File: config.mk
export PLATFORM = sky130hd
export DESIGN_NAME = dcpc_queue
export DESIGN_NICKNAME = d
export VERILOG_FILES = /design/src/hw/rtl/dcpc_pkg.sv /design/src/hw/rtl/dcpc_queue.sv
export VERILOG_INCLUDE_DIRS = /design/src /design/src/hw/rtl
export SDC_FILE = /design/constraint.sdc
export NUM_CORES = 1
export LEC_CHECK = 0
export BUFFER_PORTS_ARGS = -buffer_cell sky130_fd_sc_hd__buf_2
export CAP_MARGIN = 15
export CORE_MARGIN = 1
export CORE_UTILIZATION = 53
export DETAILED_ROUTE_END_ITERATION = 8
export PLACE_DENSITY = 0.85
export SKIP_CTS_REPAIR_TIMING = 1
export SLEW_MARGIN = 20
export SYNTH_ARGS = -nofsm -noshare
export SYNTH_HDL_FRONTEND = slang
export SYNTH_SLANG_ARGS = --single-unit
File: constraint.sdc
create_clock -name aclk -period 2.58 [get_ports aclk]
set_clock_uncertainty 0.1 [all_clocks]
set_input_delay 0 -clock aclk [delete_from_list [all_inputs] [get_ports aclk]]
set_output_delay 0 -clock aclk [all_outputs]
set_load 0.05 [all_outputs]
File: src/hw/rtl/dead_column_pixel_classifier_core_assert.svh
// Assertion macros used by the dead column pixel classifier job queue.
`ifndef DEAD_COLUMN_PIXEL_CLASSIFIER_CORE_ASSERT_SVH
`define DEAD_COLUMN_PIXEL_CLASSIFIER_CORE_ASSERT_SVH

// Checks that a condition implies another in the same cycle.
`define DCPC_ASSERT_SAME(label, lhs, rhs, msg) \
    label: assert property (@(posedge aclk) disable iff (!aresetn) (lhs) |-> (rhs)) \
        else $error(msg);

// Checks that a condition implies another in the next cycle.
`define DCPC_ASSERT_NEXT(label, lhs, rhs, msg) \
    label: assert property (@(posedge aclk) disable iff (!aresetn) (lhs) |=> (rhs)) \
        else $error(msg);

`endif

File: src/hw/rtl/dcpc_pkg.sv
// Package with types and constants of the dead column pixel classifier.
`default_nettype none
package dcpc_pkg;
    localparam int MAX_WIDTH_DEF   = 4096;
    localparam int SAMPLE_BITS_DEF = 16;
    localparam int MAX_HEIGHT      = 4096;
    localparam int MIN_DIM         = 5;
    localparam int QUEUE_DEPTH     = 4;
    localparam int POS_W           = 12;
    localparam int TALLY_W         = 25;
    localparam int DIM_W           = 16;
    localparam logic [TALLY_W-1:0] TALLY_MAX = 25'h1000000;

    localparam int FLAG_LOW   = 0;
    localparam int FLAG_OVER3 = 1;
    localparam int FLAG_OVER4 = 2;

    localparam logic [2:0] REG_FRAME_WIDTH   = 3'd0;
    localparam logic [2:0] REG_FRAME_HEIGHT  = 3'd1;
    localparam logic [2:0] REG_MEAN_LEVEL    = 3'd2;
    localparam logic [2:0] REG_NOISE_SIGMA   = 3'd3;
    localparam logic [2:0] REG_REF_THRESHOLD = 3'd4;

    typedef enum logic [1:0] {
        CLASS_CLEAN   = 2'd0,
        CLASS_BOTH    = 2'd1,
        CLASS_ADDED   = 2'd2,
        CLASS_MISSING = 2'd3
    } class_t;

    typedef struct packed {
        logic [12:0] frame_width;
        logic [12:0] frame_height;
        logic [15:0] mean_level;
        logic [13:0] noise_sigma;
        logic [15:0] ref_threshold;
    } cfg_t;

    typedef struct packed {
        logic             dead;
        logic             ref_old;
        logic [POS_W-1:0] col;
        logic [POS_W-1:0] row;
        logic             last;
        logic             clear;
    } job_t;
endpackage
`default_nettype wire

File: src/hw/rtl/dcpc_queue.sv
// Short job queue between the front and back parts.
`default_nettype none
`include "dead_column_pixel_classifier_core_assert.svh"
module dcpc_queue #(
    parameter int DEPTH = dcpc_pkg::QUEUE_DEPTH
) (
    input  wire logic                       aclk,
    input  wire logic                       aresetn,
    input  wire logic                       push,
    input  wire dcpc_pkg::job_t             push_job,
    input  wire logic                       pop,
    output logic                            q_valid,
    output dcpc_pkg::job_t                  q_job,
    output logic [$clog2(DEPTH+1)-1:0]      q_level
);
    localparam int PW = $clog2(DEPTH);
    localparam int LW = $clog2(DEPTH+1);

    dcpc_pkg::job_t mem_reg [DEPTH];
    logic [PW-1:0] wr_ptr_reg, rd_ptr_reg;
    logic [LW-1:0] count_reg, count_next;

    always_comb begin
        count_next = count_reg;
        if (push && !pop) begin
            count_next = count_reg + LW'(1);
        end else if (pop && !push) begin
            count_next = count_reg - LW'(1);
        end
    end

    always_ff @(posedge aclk) begin
        if (!aresetn) begin
            wr_ptr_reg <= '0;
            rd_ptr_reg <= '0;
            count_reg  <= '0;
        end else begin
            if (push) begin
                wr_ptr_reg <= (wr_ptr_reg == PW'(DEPTH-1)) ? '0 : wr_ptr_reg + PW'(1);
            end
            if (pop) begin
                rd_ptr_reg <= (rd_ptr_reg == PW'(DEPTH-1)) ? '0 : rd_ptr_reg + PW'(1);
            end
            count_reg <= count_next;
        end
    end

    always_ff @(posedge aclk) begin
        if (push) begin
            mem_reg[wr_ptr_reg] <= push_job;
        end
    end

    assign q_valid = (count_reg != '0);
    assign q_job   = mem_reg[rd_ptr_reg];
    assign q_level = count_reg;

    `DCPC_ASSERT_SAME(a_no_overflow, count_reg == LW'(DEPTH), !push || pop, "queue overflow")
    `DCPC_ASSERT_SAME(a_no_underflow, pop, count_reg != '0, "queue underflow")
    `DCPC_ASSERT_NEXT(a_level_hold, push && pop, $stable(count_reg), "queue level moved")
endmodule
`default_nettype wire

==> results_dict.tcl <==
set metrics [dict create \
    mappedNetlistArea_um2 4542 \
    place.detailed.instances 356 \
    hp_class "primary input to flip-flop" \
    routed_via_density 5.366 \
    max_slew_margin 0.5073 \
    die_w_um 94.57 \
    final_core_utilization 0.7079 \
    fp.dieH_um 94.57 \
    grt_setup_unrepaired "no" \
    synth_cells 189 \
    fp.coreArea_um2 8258 \
    layout_min_cycle_time_ns 2.222 \
    cts.sink_count 121 \
    final_cell_count_no_fill 418 \
    clock_tree.htree_level_count 4 \
    switching_component_of_the_power_w 0.001270 \
    grt_antenna_before_repair 0 \
    cts_made_buffers 17 \
    clock_power_share 0.434 \
    synth_area_per_cell_um2 24.03 \
    layout-drive-gt1-share 0.3834 \
    final_period_utilization 0.8613 \
    tritoncts "done" \
    synth.lib_cells_used.distinct 21 \
    clock_path_buffers 2 \
    globalRouteOverflowTotal 0 \
    synth-async-reset-ratio 0 \
    dr.pass1.iters 5 \
    synthDominantCellAreaShare 0.7405 \
    final.setup.worst_slack_ns 0.3578 \
    totalWireLength_um 8360 \
    cts_root_buf "clkbuf_8" \
    antenna_violating_nets_post_route 0 \
    drv_slew 0 \
    critPathKind "flip-flop to output port" \
    critPathCaptureType "output port" \
    p_seq_frac 0.441 \
    endpoints_failing_hold 0 \
    biggest_area_consumer_among_synthesized_cells "edfxtp_1" \
    seq_area_frac_synth 0.7802 \
    grt_usage 0.1997 \
    layout-area-overhead-vs-synth_pct 28.71 \
    die_area_um2 8943 \
    grt_pass1_wl_um 11980 \
    final_nets 340 \
    drt_iter0_markers 123 \
    critPathMaxFanout 15 \
    synth_top_cells_by_count "edfxtp_1 (112), mux4_2 (20), dfxtp_1 (9)" \
    net_count_after_synthesis 228 \
    peakVddDrop_uv 500.9 \
    gp_routability_congestion 0.6985 \
    preCtsSetupSlack_ns 0.7927 \
    power_density_nw_per_um2 885.8 \
    ys_seq_elements 121 \
    synth-edff-count 112 \
    cts.reportedPaths.clkPinSlew_ns 0.06 \
    synth_ff_type "edfxtp_1" \
    row_count 33 \
    power_report.internal_total_w 0.003908 \
    fmax_ghz 0.4500 \
    clock_latency_ns 0.51 \
    leakage_power_figure_nw 2.102 \
    worstPathRequired_ns 2.48 \
    synth.yosys.warnings 0 \
    grt_max_degree 29 \
    worstPathArrival_ns 2.12 \
    outcome "complete, no violations" \
    largest_register_ffs 112 \
    netlist_top_cells_area "edfxtp_1 (74%), mux4_2 (9.9%), mux4_1 (4.6%), dfxtp_1 (4.0%), ha_1 (1.7%)" \
    routed_wire_length_per_instance_um 20.00 \
    category_of_the_worst_setup_path_launch_point "flip-flop" \
    first_global_vias 2159 \
    routed-via-count 2243 \
    share_comb_of_total_power 0.125 \
    timing_worst_slew_pin_value_ns 0.7390 \
    timing.max_cap.violations 0 \
    report.final.setup_viol 0 \
    yosys.cell_count.top_type "edfxtp_1" \
    detail_route.drc_violations 0 \
    initial_core_util 0.5500 \
    top_level_ports 64 \
    power.switching_fraction 0.2453 \
    io_buffer_count 63 \
    setup-tns-final_ns 0 \
    detailedPlacementHpwl_um 4826 \
    n_antenna_cell 0 \
]
-- final timing paths --
path	from	to	slack (ns)	cells after the start
hold / removal	push_job[12]	mem_reg[0][12]$_DFFE_PP_	0.14	2
hold reg to reg	q_level[2]$_SDFFE_PN0P_	q_level[2]$_SDFFE_PN0P_	0.41	2
setup reg to reg	wr_ptr_reg[0]$_SDFFE_PN0P_	mem_reg[2][18]$_DFFE_PP_	0.80	4
setup / recovery	flip-flop	q_job[25]	0.36	3
-- stage by stage --
stage               cell area [µm²]  hold WS (ns)  power [W]
finish                         5846        0.1367   0.005178
floorplan                      4542     -0.001131   0.002775
global route                   5846        0.1287   0.005331
CTS                            5535       -0.4198   0.005170
detailed placement             4964        0.1188   0.002932
global placement               4964        0.1126   0.002910
-- cell usage in the layout, fill, tap and decap left out, drive strengths merged, types with 5 or more instances in the layout --
cell / n
edfxtp: 112
dfxtp: 9
clkinv: 8
and2: 5
nor2b: 5
clkbuf: 17
ha: 6
dlygate4sd3: 31
mux4: 28
buf: 68
-- worst max-delay path, cell delays in order (launching register included) --
cell and delay, ns:
dfxtp_2 0.39, buf_4 0.32, mux4_1 0.65, buf_2 0.24
-- power by group through the flow --
stage / registers [W] / clock network, W / logic (W)
floorplan: 0.00234 / 0 / 0.000438
global placement: 0.00231 / 0 / 0.000598
detailed placement: 0.00232 / 0 / 0.000611
CTS: 0.00228 / 0.00227 / 0.000616
global route: 0.00229 / 0.00235 / 0.000686
finish: 0.00228 / 0.00225 / 0.000648
-- cell type report --
class | count | area (µm²)
sequential | 121 | 3545
inverter | 4 | 15.01
fill | 502 | 2412
clock inverter | 14 | 157.7
tap | 105 | 131.4
clock buffer | 17 | 414.1
timing repair buffer | 99 | 663.1
multi-input combinational | 58 | 919.6
-- metal layers --
metal	wire, µm	track usage	vias up
met5	0	0	-
met1	3475	0.2384	1139
li1	-	-	1017
met3	351	0.07568	14
met4	140	0.08586	0
met2	4393	0.3261	73
-- cell families after synthesis --
| kind of cell | count (synthesis) | synth area share |
|---|---|---|
| flip-flops | 121 | 0.7802 |
| multiplexers | 32 | 0.1543 |
| AND/OR/NAND/NOR | 14 | 0.01846 |
| buffers and inverters | 10 | 0.01790 |
| adder cells (fa/ha/maj) | 7 | 0.02094 |
| AO/OA/AOI/OAI | 3 | 0.004408 |
| XOR/XNOR | 2 | 0.003857 |
Note: power is estimated with default switching activity, not from simulation.
