[src/hw/rtl/dead_column_pixel_classifier_core_assert.svh]
// Assertion macros used by the dead column pixel classifier job queue.
`ifndef DEAD_COLUMN_PIXEL_CLASSIFIER_CORE_ASSERT_SVH
`define DEAD_COLUMN_PIXEL_CLASSIFIER_CORE_ASSERT_SVH

// Checks that a condition implies another in the same cycle.
`define DCPC_ASSERT_SAME(label, lhs, rhs, msg) \
    label: assert property (@(posedge aclk) disable iff (!aresetn) (lhs) |-> (rhs)) \
        else $error(msg);

// Checks that a condition implies another in the next cycle.
`define DCPC_ASSERT_NEXT(label, lhs, rhs, msg) \
    label: assert property (@(posedge aclk) disable iff (!aresetn) (lhs) |=> (rhs)) \
        else $error(msg);

`endif

[src/hw/rtl/dcpc_pkg.sv]
// Package with types and constants of the dead column pixel classifier.
`default_nettype none
package dcpc_pkg;
    localparam int MAX_WIDTH_DEF   = 4096;
    localparam int SAMPLE_BITS_DEF = 16;
    localparam int MAX_HEIGHT      = 4096;
    localparam int MIN_DIM         = 5;
    localparam int QUEUE_DEPTH     = 4;
    localparam int POS_W           = 12;
    localparam int TALLY_W         = 25;
    localparam int DIM_W           = 16;
    localparam logic [TALLY_W-1:0] TALLY_MAX = 25'h1000000;

    localparam int FLAG_LOW   = 0;
    localparam int FLAG_OVER3 = 1;
    localparam int FLAG_OVER4 = 2;

    localparam logic [2:0] REG_FRAME_WIDTH   = 3'd0;
    localparam logic [2:0] REG_FRAME_HEIGHT  = 3'd1;
    localparam logic [2:0] REG_MEAN_LEVEL    = 3'd2;
    localparam logic [2:0] REG_NOISE_SIGMA   = 3'd3;
    localparam logic [2:0] REG_REF_THRESHOLD = 3'd4;

    typedef enum logic [1:0] {
        CLASS_CLEAN   = 2'd0,
        CLASS_BOTH    = 2'd1,
        CLASS_ADDED   = 2'd2,
        CLASS_MISSING = 2'd3
    } class_t;

    typedef struct packed {
        logic [12:0] frame_width;
        logic [12:0] frame_height;
        logic [15:0] mean_level;
        logic [13:0] noise_sigma;
        logic [15:0] ref_threshold;
    } cfg_t;

    typedef struct packed {
        logic             dead;
        logic             ref_old;
        logic [POS_W-1:0] col;
        logic [POS_W-1:0] row;
        logic             last;
        logic             clear;
    } job_t;
endpackage
`default_nettype wire

[src/hw/rtl/dcpc_back.sv]
// Back part: class code, saturating tallies and output register.
`default_nettype none
module dcpc_back (
    input  wire logic            aclk,
    input  wire logic            aresetn,
    input  wire logic            q_valid,
    input  wire dcpc_pkg::job_t  q_job,
    output logic                 pop,
    output logic                 out_valid,
    input  wire logic            out_ready,
    output logic [127:0]         out_data,
    output logic                 out_last
);
    localparam int TW = dcpc_pkg::TALLY_W;

    logic [TW-1:0] found_reg, refc_reg, added_reg, missing_reg;
    logic [TW-1:0] found_next, refc_next, added_next, missing_next;
    logic [TW-1:0] found_b, refc_b, added_b, missing_b;
    logic          valid_reg;
    logic [127:0]  data_reg;
    logic          last_reg;
    dcpc_pkg::class_t code;

    function automatic logic [TW-1:0] sat_inc(input logic [TW-1:0] t);
        return (t < dcpc_pkg::TALLY_MAX) ? t + TW'(1) : dcpc_pkg::TALLY_MAX;
    endfunction

    assign pop = q_valid && (!valid_reg || out_ready);

    always_comb begin
        case ({q_job.dead, q_job.ref_old})
            2'b11:   code = dcpc_pkg::CLASS_BOTH;
            2'b10:   code = dcpc_pkg::CLASS_ADDED;
            2'b01:   code = dcpc_pkg::CLASS_MISSING;
            default: code = dcpc_pkg::CLASS_CLEAN;
        endcase
        found_b   = q_job.clear ? '0 : found_reg;
        refc_b    = q_job.clear ? '0 : refc_reg;
        added_b   = q_job.clear ? '0 : added_reg;
        missing_b = q_job.clear ? '0 : missing_reg;
        found_next   = q_job.dead ? sat_inc(found_b) : found_b;
        refc_next    = q_job.ref_old ? sat_inc(refc_b) : refc_b;
        added_next   = (code == dcpc_pkg::CLASS_ADDED) ? sat_inc(added_b) : added_b;
        missing_next = (code == dcpc_pkg::CLASS_MISSING) ? sat_inc(missing_b) : missing_b;
    end

    always_ff @(posedge aclk) begin
        if (!aresetn) begin
            found_reg   <= '0;
            refc_reg    <= '0;
            added_reg   <= '0;
            missing_reg <= '0;
            valid_reg   <= 1'b0;
        end else begin
            if (pop) begin
                found_reg   <= found_next;
                refc_reg    <= refc_next;
                added_reg   <= added_next;
                missing_reg <= missing_next;
                valid_reg   <= 1'b1;
            end else if (out_ready) begin
                valid_reg <= 1'b0;
            end
        end
    end

    always_ff @(posedge aclk) begin
        if (pop) begin
            data_reg <= {2'b00, missing_next, added_next, refc_next, found_next,
                         q_job.row, q_job.col, code};
            last_reg <= q_job.last;
        end
    end

    assign out_valid = valid_reg;
    assign out_data  = data_reg;
    assign out_last  = last_reg;
endmodule
`default_nettype wire

[config.mk]
export PLATFORM = sky130hd
export DESIGN_NAME = dcpc_back
export DESIGN_NICKNAME = d
export VERILOG_FILES = /design/src/hw/rtl/dead_column_pixel_classifier_core_assert.svh /design/src/hw/rtl/dcpc_pkg.sv /design/src/hw/rtl/dcpc_back.sv
export SDC_FILE = /design/constraint.sdc
export NUM_CORES = 1
export LEC_CHECK = 0
export ABC_AREA = 1
export BUFFER_PORTS_ARGS = -buffer_cell sky130_fd_sc_hd__clkbuf_2
export CAP_MARGIN = 20
export CORE_ASPECT_RATIO = 0.9
export CORE_MARGIN = 2
export CORE_UTILIZATION = 35
export DETAILED_ROUTE_END_ITERATION = 10
export SKIP_LAST_GASP = 1
export SYNTH_ARGS = -nofsm -noshare
export SYNTH_HDL_FRONTEND = slang
export SYNTH_SLANG_ARGS = --single-unit
[constraint.sdc]
create_clock -name aclk -period 9.9 [get_ports aclk]
set_clock_uncertainty 0.15 [all_clocks]
set_input_delay 2.475 -clock aclk [delete_from_list [all_inputs] [get_ports aclk]]
set_output_delay 2.475 -clock aclk [all_outputs]
set_load 0.01 [all_outputs]
==> flow_summary.ini <==
[power]
powerDensity_mw_per_mm2 = 170.9
vdd_ir_drop_max_mv = 0.1025
power_mw = 2.238
leakagePower_nw = 6.026

[setup_path]
critPathMaxFanout = 115
start_kind = primary input
worst-r2r-cell-count = 7
critPathArrivalTime_ps = 3720
r2r-end = added_reg[4]
critPathCaptureType = output pin
critPathLaunch = out_ready
criticalPathCategory = primary input to output pin
r2r_start = out_valid
ff2ff_setup_slack_ps = 7200
cp.required_ps = 7280

[sta]
setup_viol = 0
fin_ws_ps = 3559
period_minus_slack_ps = 6341
worst_slew_pin_slew_ps = 1035
maxSlewHeadroom_pct = 31.02
setup_tns_ps = 0
rsz0062_at_grt = false
post-route-period-util_pct = 64.05
maxSlewViolCount = 0
timing.fmax_ghz = 0.1577
hold_viol = 0
hold_slack_ps = 350.4

[clocking]
clk_pin_slew_ps = 70
cts_tree = done
cts_max_path_buffers = 3
cts-root-buf = clkbuf_16
numCtsBuffers = 25
post-cts-setup-buffers = 0
cts_resized = 0
clock-sinks = 228
insertion_delay_ps = 520
h-tree-depth = 1
ctsHoldBuffers = 0

[worst_hold_path]
hp-class = flip-flop to flip-flop
whs_path_depth = 2
holdCritStartpoint = found_reg[5]
holdPathEnd = found_reg[5]

[cells_and_area]
mostFrequentLayoutCell = nand2_1
drive_above_1_share_pct = 14.43
nFillCells = 3249
finalNetCount = 1595
n_antenna_cell = 0
design_area_mm2 = 0.01310
mostFrequentLayoutCells = nand2_1, inv_1, nand3_1
post-route-util_pct = 41.37
area_delta_synth_final_pct = 17.37
final_cells = 1989
largest_register_ffs = 126

[floorplanning]
start_util_pct = 35.25
io_pins = 163
core_area_mm2 = 0.03165
die_width_um = 192.2
die-area_mm2 = 0.03332
fp-row-count = 62
chipHeight_um = 173.4

[synthesis]
synth-compound-area-share_pct = 10.63
syn_inst = 1421
synth_area_mm2 = 0.01116
synthSimpleGateAreaFrac_pct = 25.60
synthXorXnorAreaFrac_pct = 0.07850
synth_top_area_cell = edfxtp_1
yosysWarnings = 0
synthAdderAreaFrac_pct = 0.8972
yosysTopAreaCellShare_pct = 34.18
synth_top_family_by_area = simple AND/OR/NAND/NOR gates
synth_area_leaders = edfxtp_1, dfxtp_1, nand2_1
ys_seq_area_share_pct = 52.30
synth_mux_area_share_pct = 0
ys_types = 28
syn_avg_cell_area_um2 = 7.851
yosys_register_bits = 228

[place]
place_ws_ps = 3539
dpl.hpwl_um = 18130
place_congestion = 0.8259
place_area_mm2 = 0.01226
io_buffers = 160
dp_cells = 1944

[drt]
routed_wl_um = 26810
vias_per_cell = 4.853
drc = 0
wire_per_inst_um = 13.48
drt_iter0_drc = 632
drtPass1Iterations = 5
vias = 9652
ant_nets = 0

[grt]
first_global_vias = 8963
grt_usage_pct = 15.89
grt_max_degree = 116
grt_pass1_wl_um = 44080
grt-ovfl-total = 0
grt_antenna_before_repair = 0

[outcome]
status = finished clean

[run]
maxCapViolCount = 0
power by group:
part           switching, mW  internal, mW  total, mW
Sequential            0.0330          1.07       1.10
Combinational          0.137        0.0620      0.199
Clock                  0.373         0.565      0.938
Total                  0.543          1.69       2.24
cell usage after synthesis:
| cell | instances |
|---|---|
| nand2_1 | 243 |
| inv_1 | 233 |
| nand3_1 | 179 |
| nor2_1 | 151 |
| edfxtp_1 | 127 |
| o21ai_0 | 120 |
| a21oi_1 | 109 |
| dfxtp_1 | 101 |
| clkbuf_1 | 39 |
| nand4_1 | 35 |
| nor2_2 | 16 |
| nor3_1 | 15 |
| buf_2 | 10 |
| ha_1 | 8 |
| buf_4 | 6 |
| nand3b_1 | 6 |
| buf_1 | 4 |
| o22ai_1 | 4 |
| and2_1 | 3 |
| buf_6 | 2 |
| clkinv_1 | 2 |
| o211ai_1 | 2 |
| clkinv_2 | 1 |
| conb_1 | 1 |
| nor2_4 | 1 |
| or2_2 | 1 |
| or3_1 | 1 |
| xor2_1 | 1 |
worst max path at each step:
stage	end	cells past startpoint
after CTS	pop	7
final	pop	7
after global routing	pop	7
after detailed placement	pop	7
after floorplan	pop	6
after global placement	pop	7
cells by family (layout without fill, tap and decap cells):
logic type / after synthesis / in the layout
adder cells (fa/ha/maj): 8 / 8
AO/OA/AOI/OAI: 235 / 235
flip-flops: 228 / 228
XOR/XNOR: 1 / 1
AND/OR/NAND/NOR: 651 / 651
buffers and inverters: 297 / 448
other: 1 / 2
metal layers:
metal  global-route usage [%]  wire length (um)  up-vias
met5                        0                 0        -
met4                    4.517               753        0
met3                    2.591              1523       50
met2                    25.31             11860      259
met1                    22.26             12670     4395
li1                         -                 -     4948
critical path, cell delays in order:
cell and delay [ps]:
clkbuf_2 80, inv_1 40, nand2_1 70, nand2_1 50, buf_4 230, inv_8 480
clkbuf_2 240
final cells by class:
type                       instances  area, um^2  share of cell area (%)
clock buffer                      33       685.7                   5.236
timing repair buffer             167       853.3                   6.516
sequential                       228        5836                   44.56
inverter                         236       894.6                   6.832
clock inverter                    12       146.4                   1.118
tap                              416       520.5                   3.975
multi-input combinational        897        4159                   31.76
Power figures use the tool's default switching activity.
